<file path="config.mk">
export PLATFORM = sky130hd
export DESIGN_NAME = psaa_back
export DESIGN_NICKNAME = d
export VERILOG_FILES = /design/src/design/psaa_pkg.sv /design/src/design/psaa_back.sv
export SDC_FILE = /design/constraint.sdc
export NUM_CORES = 2
export LEC_CHECK = 0
export BUFFER_PORTS_ARGS = -buffer_cell sky130_fd_sc_hd__buf_2
export CAP_MARGIN = 20
export CORE_ASPECT_RATIO = 1.75
export CORE_MARGIN = 1.5
export CORE_UTILIZATION = 32
export CTS_CLUSTER_DIAMETER = 50
export DETAILED_ROUTE_END_ITERATION = 10
export HOLD_SLACK_MARGIN = 0.12
export PLACE_DENSITY = 0.5
export SLEW_MARGIN = 0
export SYNTH_ARGS = -nofsm -noshare
export SYNTH_HDL_FRONTEND = slang
export SYNTH_SLANG_ARGS = --single-unit
</file>
<file path="constraint.sdc">
create_clock -name clk_i -period 18.9 [get_ports clk_i]
set_input_delay 2.835 -clock clk_i [delete_from_list [all_inputs] [get_ports clk_i]]
set_output_delay 2.835 -clock clk_i [all_outputs]
set_load 0.03 [all_outputs]
</file>
<file path="src/design/psaa_pkg.sv">
`default_nettype none
package psaa_pkg;

  // Coordinate width of vertex_x and vertex_y.
  localparam int COORD_BITS = 24;

  // Edge operands are a sum or a difference of two coordinates.
  localparam int OP_W   = COORD_BITS + 1;
  // Product of an edge's sum operand and its difference operand.
  localparam int PROD_W = 2 * OP_W;
  localparam int SUM_W  = 64;
  localparam int NET_W  = 63;

  // Input stream data: vertex_x, then vertex_y, padded to whole bytes.
  localparam int S_DATA_W = ((2 * COORD_BITS + 7) / 8) * 8;
  localparam int S_USER_W = 2;
  localparam int M_DATA_W = 64;
  localparam int M_USER_W = 1;

  // Bit positions in the input tuser.
  localparam int UserExclBit = 0;
  localparam int UserPendBit = 1;

  // Depth of the queue between front and back, a power of two.
  localparam int QDEPTH = 4;
  localparam int QPTR_W = $clog2(QDEPTH);
  localparam int QCNT_W = $clog2(QDEPTH + 1);

  // Symmetric saturation limits of the sums.
  localparam logic signed [SUM_W-1:0] SUM_MAX = 64'sh7FFF_FFFF_FFFF_FFFF;
  localparam logic signed [SUM_W-1:0] SUM_MIN = 64'sh8000_0000_0000_0001;
  localparam logic signed [SUM_W:0]   SAT_POS = 65'sh0_7FFF_FFFF_FFFF_FFFF;
  localparam logic signed [SUM_W:0]   SAT_NEG = 65'sh1_8000_0000_0000_0001;

  // One classified vertex: operands of the open edge and of the closing edge.
  // Operands are zero where the vertex brings no such edge.
  typedef struct packed {
    logic signed [OP_W-1:0] edge_sx;
    logic signed [OP_W-1:0] edge_dy;
    logic signed [OP_W-1:0] close_sx;
    logic signed [OP_W-1:0] close_dy;
    logic                   excl;
    logic                   send;
  } vtx_t;

  typedef struct packed {
    logic signed [SUM_W-1:0] sum;
    logic                    ovf;
  } sat_res_t;

  function automatic sat_res_t sat_add(input logic signed [SUM_W-1:0] acc,
                                       input logic signed [SUM_W-1:0] term);
    logic signed [SUM_W:0] s;
    sat_res_t              r;
    s = $signed({acc[SUM_W-1], acc}) + $signed({term[SUM_W-1], term});
    if (s > SAT_POS) begin
      r.sum = SUM_MAX;
      r.ovf = 1'b1;
    end else if (s < SAT_NEG) begin
      r.sum = SUM_MIN;
      r.ovf = 1'b1;
    end else begin
      r.sum = s[SUM_W-1:0];
      r.ovf = 1'b0;
    end
    return r;
  endfunction

  // floor(|s| / 2); the sums never reach -2^63, so |s| fits 63 bits.
  function automatic logic [SUM_W-3:0] half_mag(input logic signed [SUM_W-1:0] s);
    logic [SUM_W-1:0] m;
    m = s[SUM_W-1] ? SUM_W'(-s) : SUM_W'(s);
    return m[SUM_W-2:1];
  endfunction

endpackage
`default_nettype wire

</file>
<file path="src/design/psaa_back.sv">
`default_nettype none
module psaa_back (
  input  wire logic                          clk_i,
  input  wire logic                          rst_ni,
  input  wire logic                          pop_valid_i,
  output      logic                          pop_ready_o,
  input  wire psaa_pkg::vtx_t                pop_data_i,
  output      logic                          out_valid_o,
  input  wire logic                          out_ready_i,
  output      logic [psaa_pkg::NET_W-1:0]    out_net_o,
  output      logic                          out_ovf_o
);

  localparam int PW = psaa_pkg::PROD_W;
  localparam int SW = psaa_pkg::SUM_W;

  // Multiply stage.
  logic                 m_v_q, m_v_d;
  logic signed [PW-1:0] m_edge_q, m_close_q;
  logic signed [PW-1:0] prod_edge, prod_close;
  logic                 m_excl_q, m_send_q;

  // Accumulators.
  logic signed [SW-1:0] inc_q, inc_d;
  logic signed [SW-1:0] exc_q, exc_d;
  logic                 sat_q, sat_d;

  // Finished set, waiting for the area calculation.
  logic                 f_v_q, f_v_d;
  logic signed [SW-1:0] f_inc_q, f_exc_q;
  logic                 f_sat_q;

  // Output register.
  logic                           o_v_q, o_v_d;
  logic [psaa_pkg::NET_W-1:0]     o_net_q;
  logic                           o_ovf_q;

  logic                 o_ready, f_ready, acc_take, m_adv, m_load;
  logic signed [SW-1:0] target, term_edge, term_close;
  psaa_pkg::sat_res_t   r1, r2;
  logic [psaa_pkg::NET_W-1:0] net_full;

  assign o_ready     = !o_v_q || out_ready_i;
  assign f_ready     = !f_v_q || o_ready;
  assign acc_take    = m_v_q && (!m_send_q || f_ready);
  assign m_adv       = !m_v_q || acc_take;
  assign pop_ready_o = m_adv;
  assign m_load      = pop_valid_i && m_adv;

  assign prod_edge  = $signed(pop_data_i.edge_sx) * $signed(pop_data_i.edge_dy);
  assign prod_close = $signed(pop_data_i.close_sx) * $signed(pop_data_i.close_dy);

  assign term_edge  = $signed({{(SW-PW){m_edge_q[PW-1]}}, m_edge_q});
  assign term_close = $signed({{(SW-PW){m_close_q[PW-1]}}, m_close_q});
  assign target     = m_excl_q ? exc_q : inc_q;

  // The open edge is added before the closing edge, each one saturating.
  assign r1 = psaa_pkg::sat_add(target, term_edge);
  assign r2 = psaa_pkg::sat_add(r1.sum, term_close);

  always_comb begin
    inc_d = inc_q;
    exc_d = exc_q;
    sat_d = sat_q;
    if (acc_take) begin
      if (m_send_q) begin
        inc_d = '0;
        exc_d = '0;
        sat_d = 1'b0;
      end else begin
        if (m_excl_q) begin
          exc_d = r2.sum;
        end else begin
          inc_d = r2.sum;
        end
        sat_d = sat_q || r1.ovf || r2.ovf;
      end
    end
  end

  assign m_v_d = m_adv ? pop_valid_i : m_v_q;
  assign f_v_d = f_ready ? (acc_take && m_send_q) : f_v_q;
  assign o_v_d = o_ready ? f_v_q : o_v_q;

  assign net_full = {1'b0, psaa_pkg::half_mag(f_inc_q)} -
                    {1'b0, psaa_pkg::half_mag(f_exc_q)};

  always_ff @(posedge clk_i) begin
    if (m_load) begin
      m_edge_q  <= prod_edge;
      m_close_q <= prod_close;
      m_excl_q  <= pop_data_i.excl;
      m_send_q  <= pop_data_i.send;
    end
    if (f_ready && acc_take && m_send_q) begin
      f_inc_q <= m_excl_q ? inc_q : r2.sum;
      f_exc_q <= m_excl_q ? r2.sum : exc_q;
      f_sat_q <= sat_q || r1.ovf || r2.ovf;
    end
    if (o_ready && f_v_q) begin
      o_net_q <= net_full;
      o_ovf_q <= f_sat_q;
    end
  end

  always_ff @(posedge clk_i or negedge rst_ni) begin
    if (!rst_ni) begin
      m_v_q <= 1'b0;
      f_v_q <= 1'b0;
      o_v_q <= 1'b0;
      inc_q <= '0;
      exc_q <= '0;
      sat_q <= 1'b0;
    end else begin
      m_v_q <= m_v_d;
      f_v_q <= f_v_d;
      o_v_q <= o_v_d;
      inc_q <= inc_d;
      exc_q <= exc_d;
      sat_q <= sat_d;
    end
  end

  assign out_valid_o = o_v_q;
  assign out_net_o   = o_net_q;
  assign out_ovf_o   = o_ovf_q;

endmodule
`default_nettype wire

</file>
==> summary.md <==
| Metric | Value |
|---|---|
| Status | `finished, final reports clean` |
| Crit path kind | `reg -> reg` |
| Clock Tree Buf Depth | `3` |
| Crit path max-delay cell type | `buf_4` |
| Initial Util | `roughly 32%` |
| Final #Nets | `10.0k` |
| Most instantiated library cell after synthesis | `fa_1` |
| Hold Crit Class | `reg -> reg` |
| Row count | `237` |
| H-tree depth | `2` |
| Setup violations, final | `0` |
| Minimum clock period | `13150 ps` |
| Setup TNS | `0 ps` |
| Cells after Synth | `8245` |
| Num CTS Buffers | `49` |
| CTS Hold Bufs | `0` |
| Gpl congestion | `0.956` |
| Post-Syn Area per Cell | `9.26 µm²` |
| F_max | `76.0 MHz` |
| Synth top area share | `34.6%` |
| Clk Latency, worst-skew pair | `670 ps` |
| Syn nets | `10.1k` |
| Hold Fails Final Rpt | `0` |
| Core area | `238000 µm²` |
| #FFs+latches synth | `between 400 and 500` |
| Top cells by area, synth | `fa_1 35%, edfxtp_1 12%, ha_1 7.8%, inv_1 6.2%, nand2_1 5.2%` |
| Ys async rst share | `30.9%` |
| Slew margin rel. | `15.0%` |
| Residual DRC | `0` |
| Vias per inst | `5.24` |
| Initial antenna violation count | `32` |
| Worst Path Required | `19440 ps` |
| Die ar. | `242000 µm²` |
| Die H | `649 µm` |
| Die X | `372 µm` |
| Max Slew Vio Count | `0` |
| CP most frequent cell | `a21oi_1` |
| All-Layer GR Usage | `21.8%` |
| First-pass GRT wire length | `395000 µm` |
| CTS sink count | `427` |
| Maxcap violations | `0` |
| Post-Layout Cell Count | `around 11k` |
| Clock transition at path regs | `70 ps` |
| Skew final | `76.5 ps` |
| Synthesized area | `about 76000 µm²` |
| Seq/Total Area, Yosys | `between 10% and 20%` |
| Wire per inst | `23.3 µm` |
| Synth-to-layout area growth | `7.15%` |
| Startpoint types | `flop` |
| Port-buffer cells | `171` |
| CTS root buf | `clkbuf_16` |
| Main synth FF type | `edfxtp_1` |
| Number of I/O pins | `roughly 170` |
| Total congestion overflow | `0` |
| First drt pass iteration count | `6` |
| Total Wirelength | `263000 µm` |
| Post-synth EDFFs | `295` |
| Unrepaired setup endpoints after global routing | `no` |
| Critical path arrival | `13690 ps` |
| Antenna viol nets, final | `0` |
| Synth area leader | `fa_1` |
| CTS tree | `built` |
| Max incr delay on CP | `770 ps` |
| Setup repair bufs after CTS | `0` |
| DP Cell Count | `11.2k` |
| Largest net degree at the start of global routing | `154` |
| Worst setup EP type | `flop` |
| Count of cell types in the netlist | `between 90 and 100` |
| Vias in the first global route | `roughly 65k` |
| Iteration-0 DRC Markers | `3358` |
| Max Fanout on Critical Path | `153` |
| List of most frequent post-synthesis cells | `1319 x fa_1, 1268 x inv_1, 1057 x nand2_1` |
| Post-DP HPWL | `209000 µm` |
| Via count | `59.1k` |
| Slew at the pin with the worst max-slew slack | `1240 ps` |
| Fin crit share | `69.6%` |
| Fraction of layout cells with a size suffix above 1 | `5.35%` |
| Synth Warn # | `0` |
| # resized after CTS | `0` |
## metal layers
| layer | track usage, % | up-vias | wire length (µm) |
|---|---|---|---|
| met5 | 0 | - | 189 |
| met4 | 12.2 | 26 | 17300 |
| met3 | 2.14 | 621 | 9390 |
| met2 | 42.2 | 1633 | 144000 |
| met1 | 22.3 | 30347 | 91500 |
| li1 | - | 26513 | - |
## layout make-up
cell class | count | area [µm²]
Antenna cell | 19 | 47.5
Clock buffer | 55 | 1270
Clock inverter | 35 | 463
Fill cell | 24393 | 156000
Inverter | 1268 | 4760
Multi-Input combinational cell | 6144 | 57900
Sequential cell | 427 | 12200
Tap cell | 3107 | 3890
Timing Repair Buffer | 232 | 1330
## registers in the layout, summed over array words and instances (netlist names), 50 cells and up
| signal | cells |
|---|---|
| m_edge_q | 50 |
| out_net_o | 63 |
| f_exc_q | 64 |
| f_inc_q | 64 |
| m_close_q | 50 |
| inc_q | 64 |
| exc_q | 64 |
## placed cells by master (no fill, tap or decap), drive strengths merged, types with 48 or more instances in the layout
cell / count
fa: 1319
inv: 1276
nand2: 1057
and2: 518
ha: 474
a21oi: 401
o21ai: 337
nor2: 322
edfxtp: 295
xnor2: 247
buf: 232
a21o: 149
xor2: 143
dfrtp: 132
nand3: 78
nand2b: 78
nor3: 71
nand4: 62
o31ai: 55
clkbuf: 55
mux2: 54
a211oi: 52
or3: 50
a221o: 48
o21bai: 48
## worst max-delay path, delay by kind of cell, from the launching register on
kind	cells	cell delay (ps)
simple gates	10	3130
compound gates	16	5510
flops	1	370
mux	1	300
buf+inv	6	2370
fa+ha+maj	4	1020
## through the flow
stage / utilization, % / setup slack, ps / area (µm²) / hold slack (ps)
after floorplan: - / 8970 / 76400 / 400
after global placement: 33.7 / 5380 / 80000 / 433
after detailed placement: 33.7 / 5940 / 80000 / 440
after CTS: 34.4 / 5820 / 81800 / 457
after global routing: 34.4 / 5160 / 81800 / 456
final: 34.4 / 5750 / 81800 / 448
## logic make-up after synthesis
family          synth area share, %
simple gates                   15.5
fa+ha+maj                      42.5
buf+inv                        8.33
compound gates                 12.3
flops                          15.9
xor+xnor                       4.47
mux                           0.941
## worst paths after layout
| check | startpoint | end | slack, ps | depth (start not counted) |
|---|---|---|---|---|
| max in group asynchronous | rst_ni | exc_q[62] | 15260 | 2 |
| min | f_sat_q | out_ovf_o | 450 | 0 |
| max reg2reg | m_excl_q | inc_q[29] | 5750 | 37 |
| min in group asynchronous | rst_ni | inc_q[0] | 2180 | 1 |
| min reg2reg | f_sat_q | out_ovf_o | 450 | 0 |
| max | m_excl_q | inc_q[29] | 5750 | 37 |
Power is not shown: default switching activity piles up to over one toggle a cycle in this logic, so the estimate is an artifact.
