### src/design/psaa_pkg.sv
`default_nettype none
package psaa_pkg;

  // Coordinate width of vertex_x and vertex_y.
  localparam int COORD_BITS = 24;

  // Edge operands are a sum or a difference of two coordinates.
  localparam int OP_W   = COORD_BITS + 1;
  // Product of an edge's sum operand and its difference operand.
  localparam int PROD_W = 2 * OP_W;
  localparam int SUM_W  = 64;
  localparam int NET_W  = 63;

  // Input stream data: vertex_x, then vertex_y, padded to whole bytes.
  localparam int S_DATA_W = ((2 * COORD_BITS + 7) / 8) * 8;
  localparam int S_USER_W = 2;
  localparam int M_DATA_W = 64;
  localparam int M_USER_W = 1;

  // Bit positions in the input tuser.
  localparam int UserExclBit = 0;
  localparam int UserPendBit = 1;

  // Depth of the queue between front and back, a power of two.
  localparam int QDEPTH = 4;
  localparam int QPTR_W = $clog2(QDEPTH);
  localparam int QCNT_W = $clog2(QDEPTH + 1);

  // Symmetric saturation limits of the sums.
  localparam logic signed [SUM_W-1:0] SUM_MAX = 64'sh7FFF_FFFF_FFFF_FFFF;
  localparam logic signed [SUM_W-1:0] SUM_MIN = 64'sh8000_0000_0000_0001;
  localparam logic signed [SUM_W:0]   SAT_POS = 65'sh0_7FFF_FFFF_FFFF_FFFF;
  localparam logic signed [SUM_W:0]   SAT_NEG = 65'sh1_8000_0000_0000_0001;

  // One classified vertex: operands of the open edge and of the closing edge.
  // Operands are zero where the vertex brings no such edge.
  typedef struct packed {
    logic signed [OP_W-1:0] edge_sx;
    logic signed [OP_W-1:0] edge_dy;
    logic signed [OP_W-1:0] close_sx;
    logic signed [OP_W-1:0] close_dy;
    logic                   excl;
    logic                   send;
  } vtx_t;

  typedef struct packed {
    logic signed [SUM_W-1:0] sum;
    logic                    ovf;
  } sat_res_t;

  function automatic sat_res_t sat_add(input logic signed [SUM_W-1:0] acc,
                                       input logic signed [SUM_W-1:0] term);
    logic signed [SUM_W:0] s;
    sat_res_t              r;
    s = $signed({acc[SUM_W-1], acc}) + $signed({term[SUM_W-1], term});
    if (s > SAT_POS) begin
      r.sum = SUM_MAX;
      r.ovf = 1'b1;
    end else if (s < SAT_NEG) begin
      r.sum = SUM_MIN;
      r.ovf = 1'b1;
    end else begin
      r.sum = s[SUM_W-1:0];
      r.ovf = 1'b0;
    end
    return r;
  endfunction

  // floor(|s| / 2); the sums never reach -2^63, so |s| fits 63 bits.
  function automatic logic [SUM_W-3:0] half_mag(input logic signed [SUM_W-1:0] s);
    logic [SUM_W-1:0] m;
    m = s[SUM_W-1] ? SUM_W'(-s) : SUM_W'(s);
    return m[SUM_W-2:1];
  endfunction

endpackage
`default_nettype wire

### src/design/psaa_queue.sv
`default_nettype none
module psaa_queue (
  input  wire logic           clk_i,
  input  wire logic           rst_ni,
  input  wire logic           push_valid_i,
  output      logic           push_ready_o,
  input  wire psaa_pkg::vtx_t push_data_i,
  output      logic           pop_valid_o,
  input  wire logic           pop_ready_i,
  output      psaa_pkg::vtx_t pop_data_o
);

  psaa_pkg::vtx_t mem_q [psaa_pkg::QDEPTH];

  logic [psaa_pkg::QPTR_W-1:0] wr_ptr_q, wr_ptr_d;
  logic [psaa_pkg::QPTR_W-1:0] rd_ptr_q, rd_ptr_d;
  logic [psaa_pkg::QCNT_W-1:0] cnt_q, cnt_d;
  logic                        do_push, do_pop;

  assign push_ready_o = (cnt_q != psaa_pkg::QCNT_W'(psaa_pkg::QDEPTH));
  assign pop_valid_o  = (cnt_q != '0);
  assign pop_data_o   = mem_q[rd_ptr_q];
  assign do_push      = push_valid_i && push_ready_o;
  assign do_pop       = pop_valid_o && pop_ready_i;

  // Pointers wrap naturally since the depth is a power of two.
  always_comb begin
    wr_ptr_d = do_push ? wr_ptr_q + 1'b1 : wr_ptr_q;
    rd_ptr_d = do_pop  ? rd_ptr_q + 1'b1 : rd_ptr_q;
    cnt_d    = cnt_q;
    if (do_push && !do_pop) begin
      cnt_d = cnt_q + 1'b1;
    end else if (do_pop && !do_push) begin
      cnt_d = cnt_q - 1'b1;
    end
  end

  always_ff @(posedge clk_i) begin
    if (do_push) begin
      mem_q[wr_ptr_q] <= push_data_i;
    end
  end

  always_ff @(posedge clk_i or negedge rst_ni) begin
    if (!rst_ni) begin
      wr_ptr_q <= '0;
      rd_ptr_q <= '0;
      cnt_q    <= '0;
    end else begin
      wr_ptr_q <= wr_ptr_d;
      rd_ptr_q <= rd_ptr_d;
      cnt_q    <= cnt_d;
    end
  end

endmodule
`default_nettype wire

### config.mk
export PLATFORM = sky130hd
export DESIGN_NAME = psaa_queue
export DESIGN_NICKNAME = d
export VERILOG_FILES = /design/src/design/psaa_pkg.sv /design/src/design/psaa_queue.sv
export SDC_FILE = /design/constraint.sdc
export NUM_CORES = 1
export LEC_CHECK = 0
export BUFFER_PORTS_ARGS = -buffer_cell sky130_fd_sc_hd__buf_2
export CAP_MARGIN = 20
export CORE_ASPECT_RATIO = 1.2
export CORE_MARGIN = 1.5
export CORE_UTILIZATION = 45
export DETAILED_ROUTE_END_ITERATION = 16
export GPL_ROUTABILITY_DRIVEN = 1
export HOLD_SLACK_MARGIN = 0.03
export PLACE_DENSITY = 0.73
export SYNTH_ARGS = -nofsm -noshare
export SYNTH_HDL_FRONTEND = slang
export SYNTH_SLANG_ARGS = --single-unit
### constraint.sdc
create_clock -name clk_i -period 3.5 [get_ports clk_i]
set_input_delay 0.35 -clock clk_i [delete_from_list [all_inputs] [get_ports clk_i]]
set_output_delay 0.35 -clock clk_i [all_outputs]
set_load 0.02 [all_outputs]
==> results of run 1 <==
state kept, by name (all words and copies together) (netlist names):
name,flops
rd_ptr_q,2
cnt_q,3
wr_ptr_q,2
mem_q,408
where the power goes:
part	total (W)	internal, W	switching (W)
registers	0.00686	0.00657	0.000293
logic	0.00505	0.00209	0.00296
clock network	0.00414	0.00245	0.00169
total	0.0160	0.0111	0.00495
stage by stage:
step,total power [W],utilization,instance area (sq um),setup slack (ps)
after floorplan,0.0105,-,15200,1020
after global placement,0.0120,0.506,16800,1270
after detailed placement,0.0121,0.506,16800,1200
after CTS,0.0163,0.564,18700,865
after global routing,0.0168,0.564,18700,828
final,0.0160,0.564,18700,908
how the worst max path moves through the flow:
stage,end,cells after the start,slack (ps)
after floorplan,mem_q[0][0]$_DFFE_PP_,3,1020
after global placement,mem_q[2][40]$_DFFE_PP_,4,1270
after detailed placement,mem_q[2][45]$_DFFE_PP_,4,1200
after CTS,pop_data_o[57],3,860
after global routing,pop_data_o[40],3,830
final,pop_data_o[57],3,910
layer usage:
layer	GRT usage	up-vias	share of wire	wire length (microns)
met5	0	-	0	0
met4	0.0487	0	0.022	602
met3	0.0434	49	0.066	1840
met2	0.279	213	0.52	14500
met1	0.203	3608	0.39	10900
li1	-	3063	-	-
cell families (layout without fill, tap and decap cells):
kind of cell / after synthesis / after routing
multiplexers: 104 / 104
buffers and inverters: 26 / 363
adder cells (fa/ha/maj): 6 / 6
AO/OA/AOI/OAI: 1 / 1
XOR/XNOR: 6 / 6
flip-flops: 415 / 415
AND/OR/NAND/NOR: 10 / 10
other: 0 / 1
worst max-delay path, cell delays in order, from the launching register on:
cell     delay (ps)
dfrtp_4         690
buf_4           430
mux4_2          380
buf_2           180
cell type report:
class | count | area [sq um]
antenna | 1 | 2.50
clock buffer | 54 | 1070
clock inverter | 17 | 181
fill | 2433 | 14400
inverter | 3 | 11.3
multi-input combinational | 127 | 2530
sequential | 415 | 12400
tap | 450 | 563
timing repair buffer | 289 | 1910
cells in the final DEF, fill, tap and decap left out:
cell type	n
a21boi_2	1
and2_4	4
buf_12	8
buf_2	209
buf_4	6
bufinv_16	4
clkbuf_1	13
clkbuf_16	41
clkinv_1	8
clkinv_2	3
clkinvlp_4	1
dfrtp_1	5
dfrtp_4	2
diode_2	1
dlygate4sd3_1	66
edfxtp_1	408
fa_1	1
ha_1	5
inv_1	3
inv_6	1
mux2_2	2
mux4_2	102
nand2_1	2
nand3_1	1
nor2_1	2
or3_1	1
xnor2_1	4
xor2_1	2
==> impl_metrics.env, run 1 <==
export IMPL_run_status="completed"
export IMPL_row_count=73
export IMPL_antenna_found_initial=2
export IMPL_synth_xor_area_share=0.00346
export IMPL_netlist_top_cells_area="edfxtp_1, mux4_2, dfrtp_1"
export IMPL_numCtsBuffers=40
export IMPL_postCtsResizedCells=0
export IMPL_period_share=0.741
export IMPL_htree_num_levels=2
export IMPL_via_count=6933
export IMPL_area_growth_pct=23.2
export IMPL_initial_utilization=0.458
export IMPL_synthDominantCellAreaShare=0.807
export IMPL_grt_max_degree=54
export IMPL_min_delay_start="push_data_i[31]"
export IMPL_synth_edf_count=408
export IMPL_via_per_inst=5.11
export IMPL_ctsHoldBuffers=66
export IMPL_worstSetupStartpoint="rd_ptr_q[1]$_DFFE_PN0P_"
export IMPL_hpwl_mm=16.5
export IMPL_clk_path_buf_depth=3
export IMPL_rrSetupSlack_ps=1240
export IMPL_rsz0062_at_grt="false"
export IMPL_rr_startpoint="cnt_q[0]$_DFFE_PN0P_"
export IMPL_finalCriticalPeriod_ps=2590
export IMPL_hold_viol=0
export IMPL_ys_ff_latch=415
export IMPL_cp_max_fo=27
export IMPL_max_cap_violations=0
export IMPL_die_h_microns=204
export IMPL_routedWlPerCell_microns=20.5
export IMPL_powerDensity_nw_per_um2=858
export IMPL_grt_first_pass_wirelength_mm=42.5
export IMPL_dp_cells=1218
export IMPL_synth_ff_type="edfxtp_1"
export IMPL_start_kind="flip-flop"
export IMPL_tightest_slew_ps=734
export IMPL_gp_congestion=0.741
export IMPL_io_pins=210
export IMPL_wl_mm=27.8
export IMPL_dr_pass1_iters=4
export IMPL_setup_violations=0
export IMPL_drive_gt1_frac=0.424
export IMPL_synth_compound_area_frac=0.000742
export IMPL_synthTopCellsByCount="edfxtp_1, mux4_2, buf_2, dfrtp_1, buf_12"
export IMPL_final_setup_tns_ps=0
export IMPL_drtIter0Drc=421
export IMPL_synthAdderAreaFrac=0.00544
export IMPL_synth_area_mux_share=0.153
export IMPL_grt_pass1_vias=7466
export IMPL_cts_setup_buffers=0
export IMPL_stdcell_count=1356
export IMPL_grt_usage=0.163
export IMPL_nNetsFinal=988
export IMPL_portBuffers=209
export IMPL_syn_area_per_cell_sq_um=26.7
export IMPL_min_delay_path_class="in -> reg"
export IMPL_async_flop_share=0.0169
export IMPL_clk_pin_slew_ps=60
export IMPL_core_area_sq_um=33200
export IMPL_ant_nets=0
export IMPL_ys_seq_area_frac=0.818
export IMPL_slew_viol_final=0
export IMPL_r2r_end="mem_q[2][45]$_DFFE_PP_"
export IMPL_syn_inst=568
export IMPL_hold_depth=1
export IMPL_yosysMostFrequentCell="edfxtp_1"
export IMPL_die_x_microns=171
export IMPL_cts_tree="done"
export IMPL_netlist_cell_type_count=22
export IMPL_clock_fmax_ghz=0.386
export IMPL_min_to="mem_q[0][31]$_DFFE_PP_"
export IMPL_remaining_drc_errors=0
export IMPL_irDropWorstVdd_uv=411
export IMPL_cts_root_buf="clkbuf_16"
export IMPL_syn_num_nets=680
export IMPL_gr_total_overflow=0
export IMPL_p_leak_nw=6.39
export IMPL_crit_type="reg -> out"
export IMPL_yosys_warnings=0
export IMPL_clock_sinks=415
export IMPL_clock_latency_ps=520
export IMPL_hold_slack_ps=55.5
export IMPL_yosys_area_share_simple=0.00338
export IMPL_max_slew_margin=0.511
export IMPL_yosysTopAreaCell="edfxtp_1"
export IMPL_reg2reg_depth=4
export IMPL_synth_area_sq_um=15200
export IMPL_clock_skew_ps=11.1
export IMPL_synth_top_family_by_area="multiplexers"
export IMPL_endpoint_kind="output port"
export IMPL_die_area_sq_um=34900
export IMPL_arrival_ps=2240
export IMPL_required_ps=3150
Power figures use the tool's default switching activity.
==> run 2, diff against run 1 <==
PLACE_DENSITY = 0.71   (was 0.73)
clock period = 2.6 ns   (was 3.5 ns; I/O delays follow)
==> run 2 against run 1 <==
Net effect: critical path depth unchanged; wire length up 2.5%; final cell count up 3.8%; global-route usage up 0.48 points; power up 35%.
==> impl_metrics.env, run 2 (synthesized netlist as in run 1, its figures left out) <==
export IMPL_slowest_stage="mux4_2"
export IMPL_postPlaceCellArea_sq_um=16900
export IMPL_die_h_microns=204
export IMPL_run_status="completed"
export IMPL_cp_max_fo=56
export IMPL_p_leak_nw=6.61
export IMPL_start_kind="flip-flop"
export IMPL_grt_usage=0.168
export IMPL_power_frac_seq=0.425
export IMPL_critPathMaxStageDelay_ps=580
export IMPL_ctsHoldBuffers=104
export IMPL_portBuffers=209
export IMPL_comb_power_share=0.325
export IMPL_slew_viol_final=0
export IMPL_max_cap_violations=0
export IMPL_required_ps=2340
export IMPL_grt_pass1_vias=7838
export IMPL_mostFrequentLayoutCells="edfxtp_1, buf_2, dlygate4sd3_1, mux4_2, clkbuf_16"
export IMPL_place_ws_ps=514
export IMPL_irDropWorstVdd_uv=645
export IMPL_clock_sinks=415
export IMPL_gp_congestion=0.694
export IMPL_dr_pass1_iters=4
export IMPL_endpoint_kind="output port"
export IMPL_via_count=7124
export IMPL_period_share=0.938
export IMPL_finalInstanceArea_sq_um=19200
export IMPL_reg_top3="mem_q (408), cnt_q (3)"
export IMPL_rsz0062_at_grt="false"
export IMPL_final_common_cell="edfxtp_1"
export IMPL_hold_viol=0
export IMPL_drive_gt1_frac=0.420
export IMPL_clk_path_buf_depth=3
export IMPL_remaining_drc_errors=0
export IMPL_area_growth_pct=26.6
export IMPL_clock_skew_ps=10.7
export IMPL_setup_violations=0
export IMPL_die_area_sq_um=34900
export IMPL_row_count=73
export IMPL_hold_slack_ps=121
export IMPL_clk_pin_slew_ps=60
export IMPL_cts_root_buf="clkbuf_16"
export IMPL_crit_type="reg -> out"
export IMPL_postCtsResizedCells=0
export IMPL_tightest_slew_ps=496
export IMPL_nNetsFinal=1037
export IMPL_min_delay_path_class="in -> async"
export IMPL_initial_utilization=0.458
export IMPL_ant_nets=0
export IMPL_hpwl_mm=16.7
export IMPL_worst_slack_ps=160
export IMPL_max_slew_margin=0.669
export IMPL_htree_num_levels=2
export IMPL_p_int_w=0.0149
export IMPL_fillers=2356
export IMPL_clock_fmax_ghz=0.410
export IMPL_die_x_microns=171
export IMPL_arrival_ps=2180
export IMPL_finalCriticalPeriod_ps=2440
export IMPL_sw_frac_of_total=0.312
export IMPL_top_register="mem_q"
export IMPL_final_setup_tns_ps=0
export IMPL_gr_total_overflow=0
export IMPL_numCtsBuffers=40
export IMPL_largest_register_ffs=408
export IMPL_routedWlPerCell_microns=20.3
export IMPL_cp_cell_sequence="buf_12 > mux4_2 > buf_2"
export IMPL_drtIter0Drc=429
export IMPL_clkPwrFrac=0.250
export IMPL_final_util=0.580
export IMPL_io_pins=210
export IMPL_cts_tree="done"
export IMPL_via_per_inst=5.06
export IMPL_core_area_sq_um=33200
export IMPL_cts_setup_buffers=0
export IMPL_antenna_found_initial=4
export IMPL_p_sw_w=0.00678
export IMPL_grt_first_pass_wirelength_mm=43.8
export IMPL_grt_max_degree=58
export IMPL_clock_latency_ps=520
export IMPL_wl_mm=28.5
export IMPL_powerDensity_nw_per_um2=1130
==> run 2: path summary, 6_finish.rpt <==
path / from / to / slack [ps] / depth (start not counted)
setup reg to reg: cnt_q[1]$_DFFE_PN0P_ / cnt_q[2]$_DFFE_PN0P_ / 490 / 8
setup / recovery: rd_ptr_q[0]$_DFFE_PN0P_ / pop_data_o[56] / 160 / 3
hold reg to reg: cnt_q[2]$_DFFE_PN0P_ / cnt_q[2]$_DFFE_PN0P_ / 570 / 1
min in group clk_i: push_valid_i / wr_ptr_q[0]$_DFFE_PN0P_ / 210 / 3
hold / removal: rst_ni / cnt_q[0]$_DFFE_PN0P_ / 120 / 2
max in group asynchronous: rst_ni / rd_ptr_q[1]$_DFFE_PN0P_ / 2280 / 2
==> run 2: metal layers <==
layer / track usage / part of all wire / vias up
met4: 0.0493 / 0.020 / 4
met1: 0.210 / 0.41 / 3701
met5: 0 / 0.00081 / -
met3: 0.0434 / 0.058 / 49
li1: - / - / 3182
met2: 0.287 / 0.51 / 188
==> run 2: per-stage QoR <==
step                instances  power (W)
floorplan                 568     0.0142
global placement         1229     0.0164
detailed placement       1229     0.0164
CTS                      1404     0.0220
global route             1405     0.0227
finish                   1407     0.0217
==> run 2: power groups by stage <==
| stage | Sequential (W) | Clock, W | Combinational (W) |
|---|---|---|---|
| floorplan | 0.00921 | 0 | 0.00498 |
| global placement | 0.00931 | 0 | 0.00705 |
| detailed placement | 0.00938 | 0 | 0.00707 |
| CTS | 0.00924 | 0.00558 | 0.00722 |
| global route | 0.00934 | 0.00581 | 0.00756 |
| finish | 0.00922 | 0.00543 | 0.00705 |
==> run 2: area by class of cell <==
cell class                      count  area, sq um  area share
Antenna cell                        3         7.51    0.000391
Clock buffer                       50         1060      0.0551
Clock inverter                     21          168     0.00872
Inverter                            3         11.3    0.000586
Multi-Input combinational cell    127         2530       0.131
Sequential cell                   415        12400       0.647
Tap cell                          450          563      0.0293
Timing Repair Buffer              338         2450       0.127
==> run 2: worst max-delay path, delay by kind of cell (launching register included) <==
kind / cells / cell delay, ps
multiplexers: 1 / 580
buffers and inverters: 2 / 570
flip-flops: 1 / 440
