$ cat src/design/psaa_pkg.sv
`default_nettype none
package psaa_pkg;

  // Coordinate width of vertex_x and vertex_y.
  localparam int COORD_BITS = 24;

  // Edge operands are a sum or a difference of two coordinates.
  localparam int OP_W   = COORD_BITS + 1;
  // Product of an edge's sum operand and its difference operand.
  localparam int PROD_W = 2 * OP_W;
  localparam int SUM_W  = 64;
  localparam int NET_W  = 63;

  // Input stream data: vertex_x, then vertex_y, padded to whole bytes.
  localparam int S_DATA_W = ((2 * COORD_BITS + 7) / 8) * 8;
  localparam int S_USER_W = 2;
  localparam int M_DATA_W = 64;
  localparam int M_USER_W = 1;

  // Bit positions in the input tuser.
  localparam int UserExclBit = 0;
  localparam int UserPendBit = 1;

  // Depth of the queue between front and back, a power of two.
  localparam int QDEPTH = 4;
  localparam int QPTR_W = $clog2(QDEPTH);
  localparam int QCNT_W = $clog2(QDEPTH + 1);

  // Symmetric saturation limits of the sums.
  localparam logic signed [SUM_W-1:0] SUM_MAX = 64'sh7FFF_FFFF_FFFF_FFFF;
  localparam logic signed [SUM_W-1:0] SUM_MIN = 64'sh8000_0000_0000_0001;
  localparam logic signed [SUM_W:0]   SAT_POS = 65'sh0_7FFF_FFFF_FFFF_FFFF;
  localparam logic signed [SUM_W:0]   SAT_NEG = 65'sh1_8000_0000_0000_0001;

  // One classified vertex: operands of the open edge and of the closing edge.
  // Operands are zero where the vertex brings no such edge.
  typedef struct packed {
    logic signed [OP_W-1:0] edge_sx;
    logic signed [OP_W-1:0] edge_dy;
    logic signed [OP_W-1:0] close_sx;
    logic signed [OP_W-1:0] close_dy;
    logic                   excl;
    logic                   send;
  } vtx_t;

  typedef struct packed {
    logic signed [SUM_W-1:0] sum;
    logic                    ovf;
  } sat_res_t;

  function automatic sat_res_t sat_add(input logic signed [SUM_W-1:0] acc,
                                       input logic signed [SUM_W-1:0] term);
    logic signed [SUM_W:0] s;
    sat_res_t              r;
    s = $signed({acc[SUM_W-1], acc}) + $signed({term[SUM_W-1], term});
    if (s > SAT_POS) begin
      r.sum = SUM_MAX;
      r.ovf = 1'b1;
    end else if (s < SAT_NEG) begin
      r.sum = SUM_MIN;
      r.ovf = 1'b1;
    end else begin
      r.sum = s[SUM_W-1:0];
      r.ovf = 1'b0;
    end
    return r;
  endfunction

  // floor(|s| / 2); the sums never reach -2^63, so |s| fits 63 bits.
  function automatic logic [SUM_W-3:0] half_mag(input logic signed [SUM_W-1:0] s);
    logic [SUM_W-1:0] m;
    m = s[SUM_W-1] ? SUM_W'(-s) : SUM_W'(s);
    return m[SUM_W-2:1];
  endfunction

endpackage
`default_nettype wire

$ cat src/design/psaa_front.sv
`default_nettype none
module psaa_front (
  input  wire logic                               clk_i,
  input  wire logic                               rst_ni,
  input  wire logic                               in_valid_i,
  output      logic                               in_ready_o,
  input  wire logic signed [psaa_pkg::COORD_BITS-1:0] x_i,
  input  wire logic signed [psaa_pkg::COORD_BITS-1:0] y_i,
  input  wire logic                               excl_i,
  input  wire logic                               pend_i,
  input  wire logic                               send_i,
  output      logic                               push_valid_o,
  input  wire logic                               push_ready_i,
  output      psaa_pkg::vtx_t                     push_data_o
);

  localparam int CB = psaa_pkg::COORD_BITS;

  logic signed [CB-1:0] first_x_q, first_x_d;
  logic signed [CB-1:0] first_y_q, first_y_d;
  logic signed [CB-1:0] prev_x_q, prev_x_d;
  logic signed [CB-1:0] prev_y_q, prev_y_d;
  logic                 in_poly_q, in_poly_d;

  logic                 accept;
  logic                 closing;
  logic signed [CB-1:0] fx, fy;

  assign in_ready_o   = push_ready_i;
  assign push_valid_o = in_valid_i;
  assign accept       = in_valid_i && push_ready_i;
  assign closing      = pend_i || send_i;

  // The first vertex of a polygon is its own start point.
  assign fx = in_poly_q ? first_x_q : x_i;
  assign fy = in_poly_q ? first_y_q : y_i;

  always_comb begin
    push_data_o.excl = excl_i;
    push_data_o.send = send_i;
    if (in_poly_q) begin
      push_data_o.edge_sx = $signed({prev_x_q[CB-1], prev_x_q}) + $signed({x_i[CB-1], x_i});
      push_data_o.edge_dy = $signed({prev_y_q[CB-1], prev_y_q}) - $signed({y_i[CB-1], y_i});
    end else begin
      push_data_o.edge_sx = '0;
      push_data_o.edge_dy = '0;
    end
    if (closing) begin
      push_data_o.close_sx = $signed({x_i[CB-1], x_i}) + $signed({fx[CB-1], fx});
      push_data_o.close_dy = $signed({y_i[CB-1], y_i}) - $signed({fy[CB-1], fy});
    end else begin
      push_data_o.close_sx = '0;
      push_data_o.close_dy = '0;
    end
  end

  always_comb begin
    first_x_d = first_x_q;
    first_y_d = first_y_q;
    prev_x_d  = prev_x_q;
    prev_y_d  = prev_y_q;
    in_poly_d = in_poly_q;
    if (accept) begin
      first_x_d = fx;
      first_y_d = fy;
      prev_x_d  = x_i;
      prev_y_d  = y_i;
      in_poly_d = !closing;
    end
  end

  always_ff @(posedge clk_i or negedge rst_ni) begin
    if (!rst_ni) begin
      first_x_q <= '0;
      first_y_q <= '0;
      prev_x_q  <= '0;
      prev_y_q  <= '0;
      in_poly_q <= 1'b0;
    end else begin
      first_x_q <= first_x_d;
      first_y_q <= first_y_d;
      prev_x_q  <= prev_x_d;
      prev_y_q  <= prev_y_d;
      in_poly_q <= in_poly_d;
    end
  end

endmodule
`default_nettype wire

$ cat config.mk
export PLATFORM = sky130hd
export DESIGN_NAME = psaa_front
export DESIGN_NICKNAME = d
export VERILOG_FILES = /design/src/design/psaa_pkg.sv /design/src/design/psaa_front.sv
export SDC_FILE = /design/constraint.sdc
export NUM_CORES = 1
export LEC_CHECK = 0
export BUFFER_PORTS_ARGS = -buffer_cell sky130_fd_sc_hd__buf_4
export CAP_MARGIN = 20
export CORE_UTILIZATION = 35
export DETAILED_ROUTE_END_ITERATION = 7
export HOLD_SLACK_MARGIN = 0.06
export PLACE_DENSITY_LB_ADDON = 0.25
export SYNTH_ARGS = -nofsm -noshare
export SYNTH_HDL_FRONTEND = slang
export SYNTH_SLANG_ARGS = --single-unit
$ cat constraint.sdc
create_clock -name clk_i -period 4.35 [get_ports clk_i]
set_input_delay 0.2175 -clock clk_i [delete_from_list [all_inputs] [get_ports clk_i]]
set_output_delay 0.2175 -clock clk_i [all_outputs]
set_load 0.005 [all_outputs]
==> results of run 1 <==
## state kept, by name, summed over array words and instances (netlist names)
signal	cells
prev_x_q	24
prev_y_q	24
first_y_q	24
in_poly_q	1
first_x_q	24
## final cells by class
cell class                      instances  share of cell area, %
Sequential cell                        97                   22.0
Multi-Input combinational cell        898                   58.4
Clock inverter                          4                  0.237
Tap cell                              335                   3.79
Clock buffer                           12                   2.32
Timing Repair Buffer                  165                   11.5
Inverter                               53                   1.80
## where the power goes
group	internal [mW]	leakage (nW)	switching, mW	total, mW
combinational	0.999	3.95	1.09	2.09
sequential	1.05	1.17	0.0813	1.13
clock	0.420	0.139	0.373	0.793
total	2.47	5.26	1.55	4.02
## metrics by stage
step	area, um2	utilization, %
final	11100	42.6
after global routing	11100	42.6
after CTS	11000	42.5
after detailed placement	10700	41.3
after global placement	10700	41.3
after floorplan	9260	-
## layer usage
layer | vias up | GRT usage [%]
met3 | 13 | 3.94
met2 | 212 | 31.4
met5 | - | 0
met1 | 3889 | 24.9
li1 | 4182 | -
met4 | 0 | 3.17
## worst min-delay path by stage
stage               slack (ns)    start                  endpoint  cells past startpoint
finish                    0.13   x_i[0]   prev_x_q[0]$_DFFE_PN0P_                      2
global route              0.12  x_i[15]  prev_x_q[15]$_DFFE_PN0P_                      2
CTS                       0.12   x_i[0]   prev_x_q[0]$_DFFE_PN0P_                      2
detailed placement        0.43   rst_ni  first_y_q[6]$_DFFE_PN0P_                      1
global placement          0.43   rst_ni  first_y_q[7]$_DFFE_PN0P_                      1
floorplan                -0.08   rst_ni  first_x_q[0]$_DFFE_PN0P_                      0
## synth_stat cells (11+ instances only)
library cell / count / area (um2)
a21oi_1: 71 / 355
o21ai_0: 77 / 385
xor2_1: 21 / 184
nor2b_1: 17 / 106
a211oi_1: 12 / 90.1
ha_1: 100 / 1250
nand2b_1: 23 / 144
mux2_2: 70 / 788
nor2_1: 104 / 390
o21a_1: 14 / 105
mux2i_1: 34 / 340
dfrtp_1: 97 / 2430
inv_1: 53 / 199
nand3_1: 17 / 85.1
o21bai_1: 11 / 82.6
xnor2_1: 34 / 298
nor3_1: 31 / 155
clkbuf_1: 35 / 131
nand2_1: 104 / 390
a21o_1: 38 / 285
## worst max-delay path, cell delays in order, from the launching register on
cell and delay (ns):
dfrtp_4 0.60, mux2_2 0.39, ha_1 0.19, inv_1 0.07
fa_1 0.18, nor2b_1 0.07, o31a_1 0.28, o211a_1 0.23
o21ai_1 0.17, a211o_1 0.24, a31oi_1 0.16, a211oi_1 0.29
mux2i_1 0.36, buf_4 0.17
## kinds of logic (layout without fill, tap and decap cells)
group	count (synthesis)	count (layout)	synth area share, %
simple gates	332	332	16.3
compound gates	303	303	21.5
fa+ha+maj	104	104	14.4
mux	104	104	12.2
buf+inv	99	234	4.19
flops	97	97	26.2
xor+xnor	55	55	5.20
## what timing repair did
| action | in CTS | in global routing |
|---|---|---|
| hold buffers | 1 | 0 |
| gates resized for setup | 0 | 1 |
| endpoints found under the hold margin | 13 | 0 |
| buffers inserted | 0 | 1 |
| setup endpoints to repair | 0 | 2 |
==> run metrics, run 1 <==
num rows=59; Slew headroom=36.7%; commonest cells after routing, fill and taps aside=161 x buf_4, 103 x nand2_1, 103 x nor2_1, 100 x ha_1, 96 x dfrtp_1; Layout Skew=0.00626 ns; dpl hpwl=19300 um; met2 WL=11600 um; R2R Setup Slk=2.59 ns; Unique masters post-synth=63; total CTS buffers=9; Worst-Margin Slew=0.949 ns; Reg clk slew, reported paths=0.08 ns; register area=2430 um2; DP Worst Slack=0.569 ns; layout cell share with drive strength beyond 1=21.8%; fin cells=1564; reg2reg start=in_poly_q$_DFFE_PN0P_; die height=165 um; I/O Pins=159; CP startpoint kind=flip-flop; Synth Flop Type=dfrtp_1; min Tclk post-route=3.99 ns; synthesized instance count=1094; R2R cell count=4; Num Clock Sinks=97; first-pass GRT wire length=40300 um; CTS tree=done; fin crit share=91.7%; commonest non-fill, non-tap cell in the layout=buf_4; vias in the first global route=7907; Min Hold Slack=0.128 ns; latest clock arrival within the worst-skew pair=0.36 ns; GR Util All Layers=18.7%; arrival time worst endpoint=3.77 ns; area occupied by multi-input gates=6460 um2; unrepaired setup endpoints after global routing=no; Metal-1 WL=11800 um; Die W=165 um; Max Cap Violations=0; Initial Utilization=35.6%; CP Capture Type=output port; dpl cells=1545; hold crit path type=in -> reg; Clock Tree Buf Depth=2; diodes inserted=0; CTS Root Cell=clkbuf_16; FFs w/ async S/R, synth=100%; WL final=25000 um; DRT iter0 DRCs=472; Via-to-Cell Ratio=5.30; met3 routed WL=1420 um; CP Max Fanout=17; final setup fails=0; syn_area_per_cell=8.47 um2; post-route setup TNS=0 ns; end point of the critical path=push_data_o[49]; H-tree depth=3; die area=27100 um2; WL/cell=16.0 um; worst vdd ir=0.205 mV; Post-Syn Nets=1253; Yosys warning count=0; sequential share of the synthesized area=26.2%; port buffer count=156; fmax=251 MHz; Pleak=5.26 nW; vias=8296; critical path class=reg -> out; post-route worst setup slack=0.362 ns; drt first pass iters=5; Post-synth EDFFs=0; PD cells=363 nW/um2; run status=completed; DRC violations left=0; total power=4.02 mW; highest routed layer=met4; initial antenna violation count=0; Post-DRT Antenna Nets=0; Layout Nets=1383; Slew Viols, Final=0; FF-to-FF End=first_y_q[23]$_DFFE_PN0P_; largest net degree at the start of global routing=96; grt ovf=0; Post-Synthesis Cell Area=9260 um2; core area=26000 um2; Fill cells=2643; P&R area growth vs syn=19.5%; GPL Wtd Cong=0.879; required time of the worst setup path=4.13 ns; crit path launch=in_poly_q$_DFFE_PN0P_; Fin. Hold Viols=0; post-synthesis register bit count=97
Power figures use the tool's default switching activity.
==> run 2, diff against run 1 <==
==> constraint.sdc (replaced) <==
create_clock -name clk_i -period 4.35 [get_ports clk_i]
set_input_delay 0.87 -clock clk_i [delete_from_list [all_inputs] [get_ports clk_i]]
set_output_delay 0.87 -clock clk_i [all_outputs]
set_load 0.005 [all_outputs]
==> run metrics, run 2 (synthesis results as in run 1) <==
crit-path max cell delay=0.44 ns (was 0.60 ns); register area=2430 um2 (unchanged); initial antenna violation count=0 (unchanged); CP Max Fanout=7 (was 17); Worst-Margin Slew=0.779 ns (was 0.949 ns); Pleak=5.68 nW (was 5.26 nW); required time of the worst setup path=3.48 ns (was 4.13 ns); CTS tree=done (unchanged); CP startpoint kind=flip-flop (unchanged); hold crit path type=reg -> reg (was in -> reg); WL final=26300 um (was 25000 um); largest net degree at the start of global routing=60 (was 96); vias=8646 (was 8296); grt ovf=0 (unchanged); post-route worst setup slack=-0.0711 ns (was 0.362 ns); final design utilization=46.8% (was 42.6%); Fill cells=2567 (was 2643); Clock Tree Buf Depth=2 (unchanged); Layout Skew=0.0113 ns (was 0.00626 ns); commonest non-fill, non-tap cell in the layout=buf_4 (unchanged); Critical-path top delay cell=dfrtp_4 (unchanged); Die W=165 um (unchanged); diodes inserted=0 (unchanged); DRC violations left=0 (unchanged); WL/cell=16.1 um (was 16.0 um); CTS Root Cell=clkbuf_16 (unchanged); worst vdd ir=0.189 mV (was 0.205 mV); arrival time worst endpoint=3.55 ns (was 3.77 ns); Via-to-Cell Ratio=5.31 (was 5.30); CP Capture Type=output port (unchanged); DRT iter0 DRCs=338 (was 472); fin cells=1629 (was 1564); latest clock arrival within the worst-skew pair=0.37 ns (was 0.36 ns); Hold Path Origin=first_y_q[19]$_DFFE_PN0P_ (was x_i[0]); GPL Wtd Cong=0.887 (was 0.879); Num Clock Sinks=97 (unchanged); GR Util All Layers=19.3% (was 18.7%); final setup fails=2 (was 0); Slew headroom=48.0% (was 36.7%); core area=26000 um2 (unchanged); R2R Setup Slk=2.83 ns (was 2.59 ns); die area=27100 um2 (unchanged); critical path class=reg -> out (unchanged); min Tclk post-route=4.42 ns (was 3.99 ns); first-pass GRT wire length=41500 um (was 40300 um); failing checks=setup timing; die height=165 um (unchanged); Max Cap Violations=0 (unchanged); Initial Utilization=35.6% (unchanged); vias in the first global route=8394 (was 7907); Slew Viols, Final=0 (unchanged); Hold EP=first_y_q[19]$_DFFE_PN0P_ (was prev_x_q[0]$_DFFE_PN0P_); reg2reg start=in_poly_q$_DFFE_PN0P_ (unchanged); dpl cells=1588 (was 1545); I/O Pins=159 (unchanged); drt first pass iters=6 (was 5); FF-to-FF End=first_x_q[20]$_DFFE_PN0P_ (was first_y_q[23]$_DFFE_PN0P_); area occupied by multi-input gates=7000 um2 (was 6460 um2); Reg clk slew, reported paths=0.07 ns (was 0.08 ns); Layout Nets=1448 (was 1383); cell mode on critical path=nor2_1; num rows=59 (unchanged); total CTS buffers=9 (unchanged); worst hold stages=2 (unchanged); PD cells=368 nW/um2 (was 363 nW/um2); cells along the critical path=buf_8, mux2_2, ha_4, and3_4, a221o_1, or3_4, o211a_4, a2111oi_4, nor2_1, xnor2_1, nor2_1, buf_4 (was mux2_2, ha_1, inv_1, fa_1, nor2b_1, o31a_1, o211a_1, o21ai_1, a211o_1, a31oi_1, a211oi_1, mux2i_1, buf_4); layout cell share with drive strength beyond 1=31.5% (was 21.8%); P&R area growth vs syn=31.4% (was 19.5%); H-tree depth=3 (unchanged); unrepaired setup endpoints after global routing=yes (was no); R2R cell count=4 (unchanged); Post-DRT Antenna Nets=0 (unchanged); Fin. Hold Viols=0 (unchanged); dpl hpwl=19800 um (was 19300 um); fmax=226 MHz (was 251 MHz); commonest cells after routing, fill and taps aside=225 x buf_4, 103 x nor2_1, 102 x nand2_1, 96 x dfrtp_1, 87 x ha_1 (was 161 x buf_4, 103 x nand2_1, 103 x nor2_1, 100 x ha_1, 96 x dfrtp_1); port buffer count=156 (unchanged); run status=complete, but fails checks (was completed); fin crit share=102% (was 91.7%)
-- run 2: changes by cell type in the layout (fill, tap and decap cells not counted), sizes merged --
| cell | before | now |
|---|---|---|
| clkbuf | 12 | 10 |
| clkinv | 2 | 1 |
| buf | 164 | 230 |
| inv | 54 | 56 |
| bufinv | 0 | 2 |
| clkinvlp | 1 | 0 |
| dlygate4sd3 | 1 | 0 |
-- run 2: report_power, final --
group	switching, mW	internal (mW)	total, mW
Clock	0.404	0.530	0.934
Sequential	0.0776	1.05	1.13
Combinational	1.22	1.19	2.41
-- run 2: how the worst max path moves through the flow --
stage / from / to
after floorplan: in_poly_q$_DFFE_PN0P_ / push_data_o[22]
after global placement: y_i[0] / push_data_o[22]
after detailed placement: y_i[0] / push_data_o[22]
after CTS: in_poly_q$_DFFE_PN0P_ / push_data_o[49]
after global routing: in_poly_q$_DFFE_PN0P_ / push_data_o[48]
final: in_poly_q$_DFFE_PN0P_ / push_data_o[48]
-- run 2: layout make-up --
class / instances / share of cell area (%)
timing repair buffer: 230 / 14.7
sequential: 97 / 20.0
tap: 335 / 3.45
inverter: 53 / 1.64
multi-input combinational: 898 / 57.5
clock buffer: 10 / 1.96
clock inverter: 6 / 0.802
-- run 2: layer usage --
| metal | vias up | GRT usage, % | part of all wire, % |
|---|---|---|---|
| li1 | 4319 | - | - |
| met1 | 4086 | 24.7 | 45 |
| met2 | 214 | 33.1 | 47 |
| met3 | 27 | 3.94 | 5.3 |
| met4 | 0 | 4.71 | 1.9 |
| met5 | - | 0 | 0 |
-- run 2: repair_timing --
item	in CTS	in global routing
buffers inserted	9	16
endpoints found under the setup margin	23	33
hold buffers	0	0
resized for setup	37	68
pin swaps	25	37
hold endpoints to repair	0	0
-- run 2: metrics by stage --
stage	hold WS, ns	TNS, ns	instance area, um2	power [mW]	setup slack (ns)
2_1_floorplan	0.450	0	9260	2.52	0.0374
3_3_place_gp	0.462	-0.430	11100	3.28	-0.211
3_5_place_dp	0.472	-0.596	11100	3.31	-0.220
4_1_cts	0.488	-0.610	11700	4.34	-0.111
5_1_grt	0.513	-1.15	12200	4.79	-0.169
6_report	0.480	-0.0859	12200	4.47	-0.0711
-- run 2: critical path: cells and delay by family, from the launching register on --
kind,cells,cell delay [ns]
flops,1,0.44
buf+inv,2,0.31
compound gates,3,0.84
xor+xnor,1,0.13
fa+ha+maj,1,0.23
mux,1,0.38
simple gates,4,0.85
